$ cat src/rtl/core/qpr_pkg.sv
// qpr_pkg: payload structs, controller command struct, multiply micro-op table
// and cordic arctangent table for the quaternion point rotator
// depends on nothing
`default_nettype none
package qpr_pkg;

   typedef struct packed {
      logic               action;
      logic signed [15:0] angle;
      logic signed [15:0] axis_x;
      logic signed [15:0] axis_y;
      logic signed [15:0] axis_z;
      logic signed [31:0] point_x;
      logic signed [31:0] point_y;
      logic signed [31:0] point_z;
   } qpr_req_type;

   typedef struct packed {
      logic signed [31:0] look_x;
      logic signed [31:0] look_y;
      logic signed [31:0] look_z;
      logic               saturated;
   } qpr_rsp_type;

   localparam int unsigned CNT_W    = 6;
   localparam int unsigned IDX_W    = 5;
   localparam int unsigned NUM_UOPS = 27;
   localparam int unsigned CRD_W    = 34;
   localparam int unsigned OPA_W    = 36;
   localparam int unsigned OPB_W    = 32;
   localparam int unsigned PROD_W   = OPA_W + OPB_W;
   localparam int unsigned ACC_W    = 40;
   localparam logic signed [CRD_W-1:0] GAIN_INV = 34'sd652032874;

   localparam logic ACT_LOAD   = 1'b0;
   localparam logic ACT_ROTATE = 1'b1;

   typedef enum logic [3:0] {
      A_AX, A_AY, A_AZ, A_PX, A_PY, A_PZ, A_TX, A_TY, A_TZ, A_TW
   } a_sel_type;

   typedef enum logic [2:0] {
      B_CY, B_QW, B_QX, B_QY, B_QZ
   } b_sel_type;

   typedef enum logic [3:0] {
      D_QX, D_QY, D_QZ, D_TX, D_TY, D_TZ, D_TW, D_RX, D_RY, D_RZ
   } dest_type;

   typedef struct packed {
      a_sel_type a_sel;
      b_sel_type b_sel;
      logic      sh17;
      logic      neg;
      logic      first;
      logic      last;
      dest_type  dest;
   } uop_type;

   typedef struct packed {
      logic             load_point;
      logic             cordic_init;
      logic             cordic_step;
      logic [IDX_W-1:0] cordic_idx;
      logic             uop_valid;
      logic [IDX_W-1:0] uop_idx;
      logic             out_load;
   } qpr_cmd_type;

   function automatic uop_type uop_rom(input logic [IDX_W-1:0] idx);
      uop_type u;
      case (idx)
         5'd0:  u = '{A_AX, B_CY, 1'b1, 1'b0, 1'b1, 1'b1, D_QX};
         5'd1:  u = '{A_AY, B_CY, 1'b1, 1'b0, 1'b1, 1'b1, D_QY};
         5'd2:  u = '{A_AZ, B_CY, 1'b1, 1'b0, 1'b1, 1'b1, D_QZ};
         5'd3:  u = '{A_PX, B_QW, 1'b0, 1'b0, 1'b1, 1'b0, D_TX};
         5'd4:  u = '{A_PZ, B_QY, 1'b0, 1'b0, 1'b0, 1'b0, D_TX};
         5'd5:  u = '{A_PY, B_QZ, 1'b0, 1'b1, 1'b0, 1'b1, D_TX};
         5'd6:  u = '{A_PY, B_QW, 1'b0, 1'b0, 1'b1, 1'b0, D_TY};
         5'd7:  u = '{A_PZ, B_QX, 1'b0, 1'b1, 1'b0, 1'b0, D_TY};
         5'd8:  u = '{A_PX, B_QZ, 1'b0, 1'b0, 1'b0, 1'b1, D_TY};
         5'd9:  u = '{A_PZ, B_QW, 1'b0, 1'b0, 1'b1, 1'b0, D_TZ};
         5'd10: u = '{A_PY, B_QX, 1'b0, 1'b0, 1'b0, 1'b0, D_TZ};
         5'd11: u = '{A_PX, B_QY, 1'b0, 1'b1, 1'b0, 1'b1, D_TZ};
         5'd12: u = '{A_PX, B_QX, 1'b0, 1'b1, 1'b1, 1'b0, D_TW};
         5'd13: u = '{A_PY, B_QY, 1'b0, 1'b1, 1'b0, 1'b0, D_TW};
         5'd14: u = '{A_PZ, B_QZ, 1'b0, 1'b1, 1'b0, 1'b1, D_TW};
         5'd15: u = '{A_TX, B_QW, 1'b0, 1'b0, 1'b1, 1'b0, D_RX};
         5'd16: u = '{A_TY, B_QZ, 1'b0, 1'b1, 1'b0, 1'b0, D_RX};
         5'd17: u = '{A_TZ, B_QY, 1'b0, 1'b0, 1'b0, 1'b0, D_RX};
         5'd18: u = '{A_TW, B_QX, 1'b0, 1'b1, 1'b0, 1'b1, D_RX};
         5'd19: u = '{A_TX, B_QZ, 1'b0, 1'b0, 1'b1, 1'b0, D_RY};
         5'd20: u = '{A_TY, B_QW, 1'b0, 1'b0, 1'b0, 1'b0, D_RY};
         5'd21: u = '{A_TZ, B_QX, 1'b0, 1'b1, 1'b0, 1'b0, D_RY};
         5'd22: u = '{A_TW, B_QY, 1'b0, 1'b1, 1'b0, 1'b1, D_RY};
         5'd23: u = '{A_TX, B_QY, 1'b0, 1'b1, 1'b1, 1'b0, D_RZ};
         5'd24: u = '{A_TY, B_QX, 1'b0, 1'b0, 1'b0, 1'b0, D_RZ};
         5'd25: u = '{A_TZ, B_QW, 1'b0, 1'b0, 1'b0, 1'b0, D_RZ};
         5'd26: u = '{A_TW, B_QZ, 1'b0, 1'b1, 1'b0, 1'b1, D_RZ};
         default: u = '{A_AX, B_CY, 1'b0, 1'b0, 1'b0, 1'b0, D_QX};
      endcase
      return u;
   endfunction

   function automatic logic [29:0] atan_val(input logic [IDX_W-1:0] i);
      logic [29:0] v;
      case (i)
         5'd0:  v = 30'd536870912;
         5'd1:  v = 30'd316933406;
         5'd2:  v = 30'd167458907;
         5'd3:  v = 30'd85004756;
         5'd4:  v = 30'd42667331;
         5'd5:  v = 30'd21354465;
         5'd6:  v = 30'd10679838;
         5'd7:  v = 30'd5340245;
         5'd8:  v = 30'd2670163;
         5'd9:  v = 30'd1335087;
         5'd10: v = 30'd667544;
         5'd11: v = 30'd333772;
         5'd12: v = 30'd166886;
         5'd13: v = 30'd83443;
         5'd14: v = 30'd41722;
         5'd15: v = 30'd20861;
         5'd16: v = 30'd10430;
         5'd17: v = 30'd5215;
         5'd18: v = 30'd2608;
         5'd19: v = 30'd1304;
         5'd20: v = 30'd652;
         5'd21: v = 30'd326;
         5'd22: v = 30'd163;
         5'd23: v = 30'd81;
         5'd24: v = 30'd41;
         5'd25: v = 30'd20;
         5'd26: v = 30'd10;
         5'd27: v = 30'd5;
         5'd28: v = 30'd3;
         5'd29: v = 30'd1;
         5'd30: v = 30'd1;
         default: v = 30'd0;
      endcase
      return v;
   endfunction

endpackage
`default_nettype wire

$ cat src/rtl/core/quaternion_point_rotator_core.sv
// load: the point is written at accept, then the finish state loads the result register
// rotate: iterative cordic steps, then the 27 micro-ops through the single shared multiplier,
// then a drain state and the finish state; no new transaction is taken until back in idle
// a finished result waits in the output register while the next transaction is taken
// reset: synchronous active high, point cleared to zero, no result pending
`default_nettype none
module quaternion_point_rotator_core
   import qpr_pkg::*;
#(
   parameter int unsigned CORDIC_STEPS = 16
) (
   input  wire logic        clock,
   input  wire logic        reset,
   input  wire logic        req_valid,
   output logic             req_stall,
   input  wire qpr_req_type req_data,
   output logic             rsp_valid,
   input  wire logic        rsp_stall,
   output qpr_rsp_type      rsp_data
);

   qpr_cmd_type cmd;

   qpr_ctrl #(
      .CORDIC_STEPS(CORDIC_STEPS)
   ) u_ctrl (
      .clock      (clock),
      .reset      (reset),
      .req_valid  (req_valid),
      .req_action (req_data.action),
      .req_stall  (req_stall),
      .rsp_valid  (rsp_valid),
      .rsp_stall  (rsp_stall),
      .cmd        (cmd)
   );

   qpr_datapath u_datapath (
      .clock    (clock),
      .reset    (reset),
      .req_data (req_data),
      .cmd      (cmd),
      .rsp_data (rsp_data)
   );

endmodule
`default_nettype wire

$ cat src/rtl/core/qpr_ctrl.sv
// qpr_ctrl: sequencing state machine for load, cordic and multiply phases
// depends on qpr_pkg
`default_nettype none
module qpr_ctrl
   import qpr_pkg::*;
#(
   parameter int unsigned CORDIC_STEPS = 16
) (
   input  wire logic  clock,
   input  wire logic  reset,
   input  wire logic  req_valid,
   input  wire logic  req_action,
   output logic       req_stall,
   output logic       rsp_valid,
   input  wire logic  rsp_stall,
   output qpr_cmd_type cmd
);

   typedef enum logic [4:0] {
      S_IDLE   = 5'b00001,
      S_CORDIC = 5'b00010,
      S_MUL    = 5'b00100,
      S_DRAIN  = 5'b01000,
      S_FINISH = 5'b10000
   } state_type;

   state_type        state_ff, state_in;
   logic [CNT_W-1:0] cnt_ff, cnt_in;
   logic             rsp_valid_ff, rsp_valid_in;
   logic             accept;

   assign req_stall = (state_ff != S_IDLE);
   assign rsp_valid = rsp_valid_ff;
   assign accept    = req_valid && !req_stall;

   always_comb begin
      state_in        = state_ff;
      cnt_in          = cnt_ff;
      cmd             = '0;
      cmd.cordic_idx  = cnt_ff[IDX_W-1:0];
      cmd.uop_idx     = cnt_ff[IDX_W-1:0];
      rsp_valid_in    = rsp_valid_ff && rsp_stall;
      case (state_ff)
         S_IDLE: begin
            cnt_in = '0;
            if (accept) begin
               cmd.load_point  = (req_action == ACT_LOAD);
               cmd.cordic_init = (req_action == ACT_ROTATE);
               state_in = (req_action == ACT_ROTATE) ? S_CORDIC : S_FINISH;
            end
         end
         S_CORDIC: begin
            cmd.cordic_step = 1'b1;
            cnt_in = cnt_ff + 1'b1;
            if (cnt_ff == CNT_W'(CORDIC_STEPS - 1)) begin
               cnt_in   = '0;
               state_in = S_MUL;
            end
         end
         S_MUL: begin
            cmd.uop_valid = 1'b1;
            cnt_in = cnt_ff + 1'b1;
            if (cnt_ff == CNT_W'(NUM_UOPS - 1)) begin
               state_in = S_DRAIN;
            end
         end
         S_DRAIN: begin
            state_in = S_FINISH;
         end
         S_FINISH: begin
            if (!rsp_valid_ff || !rsp_stall) begin
               cmd.out_load = 1'b1;
               rsp_valid_in = 1'b1;
               state_in     = S_IDLE;
            end
         end
         default: begin
            state_in = S_IDLE;
         end
      endcase
   end

   always_ff @(posedge clock) begin
      if (reset) begin
         state_ff     <= S_IDLE;
         cnt_ff       <= '0;
         rsp_valid_ff <= 1'b0;
      end else begin
         state_ff     <= state_in;
         cnt_ff       <= cnt_in;
         rsp_valid_ff <= rsp_valid_in;
      end
   end

   a_onehot: assert property (@(posedge clock) disable iff (reset) $onehot(state_ff))
      else $error("state not one-hot");
   a_accept_busy: assert property (@(posedge clock) disable iff (reset)
      accept |=> req_stall)
      else $error("accepted transaction did not make block busy");
   a_mul_range: assert property (@(posedge clock) disable iff (reset)
      (state_ff == S_MUL) |-> (cnt_ff < CNT_W'(NUM_UOPS)))
      else $error("micro-op index out of range");
   a_no_overwrite: assert property (@(posedge clock) disable iff (reset)
      cmd.out_load |-> (!rsp_valid_ff || !rsp_stall))
      else $error("result register overwritten while stalled");

endmodule
`default_nettype wire

$ cat src/rtl/core/qpr_datapath.sv
// qpr_datapath: point registers, iterative cordic, shared multiplier with
// rounding accumulator, and result register
// depends on qpr_pkg
`default_nettype none
module qpr_datapath
   import qpr_pkg::*;
(
   input  wire logic        clock,
   input  wire logic        reset,
   input  wire qpr_req_type req_data,
   input  wire qpr_cmd_type cmd,
   output qpr_rsp_type      rsp_data
);

   localparam logic signed [ACC_W-1:0] SAT_MAX = 40'sh007FFFFFFF;
   localparam logic signed [ACC_W-1:0] SAT_MIN = -40'sh0080000000;

   logic signed [31:0]       px_ff, py_ff, pz_ff;
   logic signed [15:0]       ax_ff, ay_ff, az_ff;
   logic signed [CRD_W-1:0]  x_ff, y_ff, z_ff, x_in, y_in, z_in;
   logic signed [OPB_W-1:0]  qx_ff, qy_ff, qz_ff, qw;
   logic signed [OPA_W-1:0]  tx_ff, ty_ff, tz_ff, tw_ff;
   logic signed [OPA_W-1:0]  a_op;
   logic signed [OPB_W-1:0]  b_op;
   logic signed [PROD_W-1:0] prod_ff;
   uop_type                  mu_ff, uop;
   logic                     mv_ff;
   logic signed [ACC_W-1:0]  acc_ff, acc_base, acc_sum, term;
   logic signed [PROD_W-1:0] rnd17, rnd28;
   logic signed [CRD_W-1:0]  dx, dy, at, qw_full;
   logic signed [31:0]       clamped;
   logic                     clip, sat_ff;
   qpr_rsp_type              rsp_ff;

   assign rsp_data = rsp_ff;

   // cordic rotation step
   always_comb begin
      dx = y_ff >>> cmd.cordic_idx;
      dy = x_ff >>> cmd.cordic_idx;
      at = CRD_W'(signed'({1'b0, atan_val(cmd.cordic_idx)}));
      if (!z_ff[CRD_W-1]) begin
         x_in = x_ff - dx;
         y_in = y_ff + dy;
         z_in = z_ff - at;
      end else begin
         x_in = x_ff + dx;
         y_in = y_ff - dy;
         z_in = z_ff + at;
      end
   end

   assign qw_full = (x_ff + CRD_W'(2)) >>> 2;
   assign qw      = qw_full[OPB_W-1:0];
   assign uop     = uop_rom(cmd.uop_idx);

   always_comb begin
      case (uop.a_sel)
         A_AX:    a_op = OPA_W'(ax_ff);
         A_AY:    a_op = OPA_W'(ay_ff);
         A_AZ:    a_op = OPA_W'(az_ff);
         A_PX:    a_op = OPA_W'(px_ff);
         A_PY:    a_op = OPA_W'(py_ff);
         A_PZ:    a_op = OPA_W'(pz_ff);
         A_TX:    a_op = tx_ff;
         A_TY:    a_op = ty_ff;
         A_TZ:    a_op = tz_ff;
         A_TW:    a_op = tw_ff;
         default: a_op = '0;
      endcase
      case (uop.b_sel)
         B_CY:    b_op = y_ff[OPB_W-1:0];
         B_QW:    b_op = qw;
         B_QX:    b_op = qx_ff;
         B_QY:    b_op = qy_ff;
         B_QZ:    b_op = qz_ff;
         default: b_op = '0;
      endcase
   end

   // rounding and accumulate stage
   always_comb begin
      rnd17    = (prod_ff + PROD_W'(65536)) >>> 17;
      rnd28    = (prod_ff + PROD_W'(134217728)) >>> 28;
      term     = mu_ff.sh17 ? ACC_W'(rnd17) : ACC_W'(rnd28);
      acc_base = mu_ff.first ? '0 : acc_ff;
      acc_sum  = mu_ff.neg ? (acc_base - term) : (acc_base + term);
      clip     = 1'b0;
      if (acc_sum > SAT_MAX) begin
         clamped = 32'sh7FFFFFFF;
         clip    = 1'b1;
      end else if (acc_sum < SAT_MIN) begin
         clamped = -32'sh80000000;
         clip    = 1'b1;
      end else begin
         clamped = acc_sum[31:0];
      end
   end

   always_ff @(posedge clock) begin
      if (reset) begin
         px_ff <= '0;
         py_ff <= '0;
         pz_ff <= '0;
         mv_ff <= 1'b0;
      end else begin
         mv_ff <= cmd.uop_valid;
         if (cmd.load_point) begin
            px_ff <= req_data.point_x;
            py_ff <= req_data.point_y;
            pz_ff <= req_data.point_z;
         end else if (mv_ff && mu_ff.last) begin
            case (mu_ff.dest)
               D_RX:    px_ff <= clamped;
               D_RY:    py_ff <= clamped;
               D_RZ:    pz_ff <= clamped;
               default: ;
            endcase
         end
      end
   end

   always_ff @(posedge clock) begin
      if (cmd.cordic_init) begin
         ax_ff <= req_data.axis_x;
         ay_ff <= req_data.axis_y;
         az_ff <= req_data.axis_z;
         x_ff  <= GAIN_INV;
         y_ff  <= '0;
         z_ff  <= CRD_W'(req_data.angle) <<< 15;
      end else if (cmd.cordic_step) begin
         x_ff <= x_in;
         y_ff <= y_in;
         z_ff <= z_in;
      end
      if (cmd.cordic_init || cmd.load_point) begin
         sat_ff <= 1'b0;
      end else if (mv_ff && mu_ff.last && clip &&
                   (mu_ff.dest == D_RX || mu_ff.dest == D_RY || mu_ff.dest == D_RZ)) begin
         sat_ff <= 1'b1;
      end
      prod_ff <= a_op * b_op;
      mu_ff   <= uop;
      if (mv_ff) begin
         acc_ff <= acc_sum;
         if (mu_ff.last) begin
            case (mu_ff.dest)
               D_QX:    qx_ff <= acc_sum[OPB_W-1:0];
               D_QY:    qy_ff <= acc_sum[OPB_W-1:0];
               D_QZ:    qz_ff <= acc_sum[OPB_W-1:0];
               D_TX:    tx_ff <= acc_sum[OPA_W-1:0];
               D_TY:    ty_ff <= acc_sum[OPA_W-1:0];
               D_TZ:    tz_ff <= acc_sum[OPA_W-1:0];
               D_TW:    tw_ff <= acc_sum[OPA_W-1:0];
               default: ;
            endcase
         end
      end
      if (cmd.out_load) begin
         rsp_ff.look_x    <= px_ff;
         rsp_ff.look_y    <= py_ff;
         rsp_ff.look_z    <= pz_ff;
         rsp_ff.saturated <= sat_ff;
      end
   end

endmodule
`default_nettype wire
$ cat config.mk
export PLATFORM = sky130hd
export DESIGN_NAME = quaternion_point_rotator_core
export DESIGN_NICKNAME = d
export VERILOG_FILES = /design/src/rtl/core/qpr_pkg.sv /design/src/rtl/core/quaternion_point_rotator_core.sv /design/src/rtl/core/qpr_ctrl.sv /design/src/rtl/core/qpr_datapath.sv
export SDC_FILE = /design/constraint.sdc
export NUM_CORES = 2
export LEC_CHECK = 0
export BUFFER_PORTS_ARGS = -buffer_cell sky130_fd_sc_hd__buf_2
export CORE_ASPECT_RATIO = 1.1
export CORE_MARGIN = 4
export CORE_UTILIZATION = 45
export DETAILED_ROUTE_END_ITERATION = 7
export GPL_TIMING_DRIVEN = 1
export PLACE_DENSITY_LB_ADDON = 0.05
export SLEW_MARGIN = 25
export SYNTH_ARGS = -nofsm -noshare
export SYNTH_HDL_FRONTEND = slang
export SYNTH_HIERARCHICAL = 1
export SYNTH_SLANG_ARGS = --single-unit
$ cat constraint.sdc
create_clock -name clock -period 15.4 [get_ports clock]
set_input_delay 0 -clock clock [delete_from_list [all_inputs] [get_ports clock]]
set_output_delay 0 -clock clock [all_outputs]
set_load 0.005 [all_outputs]
# Word level (Yosys, flattened, before mapping)
# Memories as Yosys holds them, arrays and structs flattened. A register that Yosys moved wholly into a read port is not among the register bits.
# Index checks and enable logic that the tools add are counted.
totals:
  reg_bits: 713
  mem_bits_ro: 1440
  n_memories: 2
  in_bits: 165
memory_table:
  columns: ["memory", "words", "word_bits", "rd", "rd_clocked_by_memory_dff", "wr", "line", "source"]
  rows:
  - ["(name not given)", 32, 30, 1, 1, 0, "qpr_pkg.sv:107", "case (i)"]
  - ["(name not given)", 32, 15, 1, 1, 0, "qpr_pkg.sv:72", "case (idx)"]
classes:
  n_shift: 2
  eq_ne: 34
  bitwise: 1
  n_addsub: 12
  n_lt_le_gt_ge: 2
  n_mul: 1
  n_reduce_logical: 32
  muxes: 43
op_table:
  columns: ["cell", "n"]
  rows:
  - ["$pmux W36 S10", 1]
  - ["$mux W32", 11]
  - ["$mux W34", 5]
  - ["$pmux W32 S5", 1]
  - ["$mux W40", 3]
  - ["$add A34 B34 Y34", 2]
  - ["$add A68 B29 Y68 const B", 1]
  - ["$mul A36 B32 Y68", 1]
  - ["$sshr A34 B5 Y34", 2]
  - ["$sub A34 B34 Y34", 2]
  - ["$add A57 B18 Y57 const B", 1]
  - ["$mux W5", 9]
  - ["$add A40 B40 Y40", 1]
  - ["$gt A40 B32 Y1 const B", 1]
  - ["$lt A40 B32 Y1 const B", 1]
  - ["$sub A40 B40 Y40", 1]
  - ["$add A34 B3 Y34 const B", 1]
  - ["$add A34 B31 Y34", 1]
  - ["$sub A34 B31 Y34", 1]
  - ["$eq A4 B3 Y1 const B", 8]
  - ["$pmux W5 S5", 1]
  - ["$reduce_and A3 Y1", 7]
  - ["$pmux W6 S3", 1]
  - ["$eq A4 B2 Y1 const B", 4]
  - ["28 further kinds", 60]

# Depth between registers and ports, before layout
logic_depth:
  depth_word: 10
  ltp_mapped: 47
  depth_no_buf: 40

# Hierarchy
# The synthesis kept the hierarchy.
by_module_without_submodules:
  columns: ["module", "area_per_inst_um2", "cells_per_inst", "instances", "seq_area_each_um2"]
  rows:
  - ["qpr_datapath", 80734.9, 8445, 1, 18157.4]
  - ["qpr_ctrl", 865.8, 104, 1, 240.2]

# Worst setup path before layout
# Ideal clock, no wire load.
synth_timing:
  kind: "register to register"
  startpoint: "reg, netlist name u_ctrl/cnt_ff[0]"
  endpoint: "reg u_datapath.prod_ff[61]"
  path_stages_with_launch: 41
  arrival_time_ns: 11.225
  required_ns: 15.280
  setup_time_ns: 0.120
  slack_ns: 4.055
  synth_period_minus_slack_ns: 11.345
  path_cell_list: "dfxtp_1 -> buf_4 -> clkbuf_1 -> inv_1 -> ha_1 -> clkbuf_1 -> nand2_1 -> o21ai_0 -> a221oi_1 -> clkbuf_1 -> buf_1 -> nor2_1 -> a22o_1 -> a2111oi_1 -> clkbuf_1 -> nor2_1 -> fa_1 -> inv_1 -> [... 5 more ...] -> fa_1 -> fa_1 -> fa_1 -> ha_1 -> clkbuf_1 -> a21o_1 -> a21o_1 -> a21oi_1 -> o21ai_0 -> a221oi_1 -> nand3b_1 -> a21oi_1 -> o31ai_1 -> a31oi_1 -> o21ai_1 -> a211oi_1 -> o21ai_0 -> xnor2_1"
synth_rtl:
  columns: ["element", "line", "source"]
  rows:
  - ["end signal: assignment", "qpr_datapath.sv:142", "prod_ff <= a_op * b_op;"]
  - ["end: declaration", "qpr_datapath.sv:25", "logic signed [PROD_W-1:0] prod_ff;"]

==> impl_metrics.py <==
metrics = {
    "worst_setup_path": {
        "cp-end-kind": "flop",
        "critPathArrivalTime_ps": 13770,
        "crit_type": "reg -> reg",
        "cp-start-kind": "flop",
        "path_common_cell": "fa_1",
        "crit_slowest_cell": "nor2_1",
        "required_ps": 15980,
        "max_stage_delay_ps": 810,
        "rrSetupSlack_ps": 2200,
        "cp_max_fo": 45,
    },
    "die": {
        "die_area_um2": 188000,
        "die_h_um": 455,
        "coreArea_um2": 180000,
        "start_util": 0.454,
        "rows": 163,
        "die_w_um": 414,
        "ios": 264,
    },
    "routing": {
        "drt_iter0_markers": 5486,
        "wire_per_inst_um": 27.1,
        "wirelength_mm": 306,
        "viasPerCell": 5.87,
        "drc_errors": 0,
        "dr.pass1.iters": 6,
        "vias": 66400,
        "ant_nets": 0,
    },
    "final_layout": {
        "drive_gt1_frac": 0.101,
        "final-seq-area_um2": 18400,
        "fillers": 17100,
        "finalNetCount": 10600,
        "layout_common_cells": "inv_1 (1236), fa_1 (1206), nand2_1 (925)",
        "final_common_cell": "inv_1",
        "multi_input_comb_area_um2": 57000,
        "area_growth_pct": 11.5,
    },
    "job": {
        "max-cap-violations": 0,
    },
    "clock_network": {
        "htree_levels": 3,
        "cts_tree": "yes",
        "numCtsBuffers": 83,
        "worstSkewPairLatency_ps": 710,
        "cts_buffer_depth": 3,
        "path_clk_slew_ps": 60,
        "cts-root-buf": "clkbuf_16",
        "cts_sinks": 697,
    },
    "global_route": {
        "antenna_found_initial": 19,
        "grt_max_degree": 93,
        "grt_pass1_vias": 69600,
        "grt_pass1_wl_mm": 455,
        "grt_usage": 0.324,
        "overflow": 0,
    },
    "placed_design": {
        "port-buffer-count": 263,
        "place.gp.congestion": 0.933,
        "dp_hpwl_mm": 236,
    },
    "min_path": {
        "hp-class": "in -> reg",
    },
    "sta": {
        "fin_tns_setup_ps": 0,
        "period_minus_slack_ps": 13200,
        "tightest_slew_ps": 1110,
        "slew_headroom": 0.256,
        "fin_crit_sh": 0.857,
        "setup_viol": 0,
        "final.setup_skew_ps": 48.3,
        "rsz0062_at_grt": "no",
        "clock.fmax_mhz": 75.8,
        "hold_violations": 0,
        "drv_slew": 0,
    },
    "logic_synthesis": {
        "synth_seq_cells": 697,
        "avgSynthCellArea_um2": 9.55,
        "async_reset_ff_frac": 0,
        "post-synth-top-area-cell": "fa_1",
        "syn_nets": 10300,
        "synth_warnings": 6,
        "synth_edf_count": 444,
        "synth_area_um2": 81600,
        "syn_inst": 8549,
        "synth-seq-area-share": 0.225,
        "ys_types": 118,
        "synthFlopType": "edfxtp_1",
        "synthTopCellsByArea": "fa_1 (30%), edfxtp_1 (16%), dfxtp_1 (6.2%)",
        "yosys.area.top_type_share": 0.296,
    },
    "outcome": {
        "status": "finished clean",
    },
}
## stage by stage
stage / cell area [um^2] / utilization / hold slack (ps) / worst slack [ps] / instances
finish: 91000 / 0.506 / 35.8 / 2200 / 11300
global route: 91000 / 0.506 / 15.7 / 1580 / 11300
CTS: 90900 / 0.505 / 0.159 / 2140 / 11300
detailed placement: 86100 / 0.478 / 179 / 2190 / 10900
global placement: 86000 / 0.478 / 179 / 2450 / 10900
floorplan: 81600 / - / 98.9 / 4050 / 8549
## cell usage after synthesis (all sizes together), types with 35 or more instances
cell type,count
nand4,45
a21oi,333
nor3,66
fa,1206
dfxtp,253
a221oi,35
xnor2,233
nand3,92
xor2,151
nor2b,95
clkbuf,387
buf,96
mux4,96
ha,348
o21ai,237
and3,50
edfxtp,444
inv,1244
a31oi,68
nand2b,68
o22ai,109
nand2,925
and2,67
nor2,910
a211oi,131
a22oi,75
a21o,112
mux2i,130
## registers in the layout, indices dropped and copies added (netlist names), 34 cells and up
name and flops:
u_datapath/prod_ff 52, u_datapath/tw_ff 36, u_datapath/x_ff 34, u_datapath/rsp_data 97, u_datapath/tx_ff 36, u_datapath/tz_ff 36, u_datapath/z_ff 34, u_datapath/acc_ff 40
u_datapath/ty_ff 36, u_datapath/y_ff 34
## timing repair
action                                 in CTS  in global routing
gates resized for setup                     0                  0
setup buffers                               0                  0
endpoints found under the hold margin     205                  0
hold buffers                              205                  0
## metal layers
metal	part of all wire	vias to the layer above	global-route usage	wire length [um]
met4	0.073	0	0.189	22400
met3	0.064	835	0.0462	19500
met5	0	-	0	0
met1	0.37	34000	0.387	115000
li1	-	28800	-	-
met2	0.49	2711	0.559	150000
## worst paths after layout
kind                                          start                 endpoint  cells past startpoint
worst max register to register     u_ctrl/cnt_ff[0]   u_datapath/prod_ff[61]                     37
worst min-delay path                  req_data[132]      u_datapath/ax_ff[4]                      2
worst min register to register  u_datapath/py_ff[4]  u_datapath/rsp_data[37]                      0
worst max-delay path               u_ctrl/cnt_ff[0]   u_datapath/prod_ff[61]                     37
## critical path, delay by kind of cell, from the launching register on
family                   cells  cell delay [ps]
buffers and inverters        5              650
AO/OA/AOI/OAI               14             3870
XOR/XNOR                     1              160
AND/OR/NAND/NOR              7             2760
adder cells (fa/ha/maj)     10             4850
flip-flops                   1              750
## layout make-up
type	instances	area share
clock inverters	29	0.00410
diodes	6	0.000165
repair buffers	688	0.0560
multi-input cells	6122	0.627
flip-flops and latches	697	0.202
clock buffers	124	0.0263
inverters	1247	0.0515
well taps	2392	0.0329
## kinds of logic (layout without fill, tap and decap cells)
kind of cell | count (synthesis) | in the layout | share of synthesized area
AOI/OAI and AO/OA | 1450 | 1450 | 0.120
muxes | 257 | 257 | 0.0469
DFF | 697 | 697 | 0.225
xor gates and xnor gates | 384 | 384 | 0.0415
adders and majority gates | 1555 | 1555 | 0.349
buffers and inverters | 1730 | 2088 | 0.0820
and+or+nand+nor | 2476 | 2476 | 0.135
other | 0 | 6 | 0
Power is not shown: default switching activity piles up to over one toggle a cycle in this logic, so the estimate is an artifact.
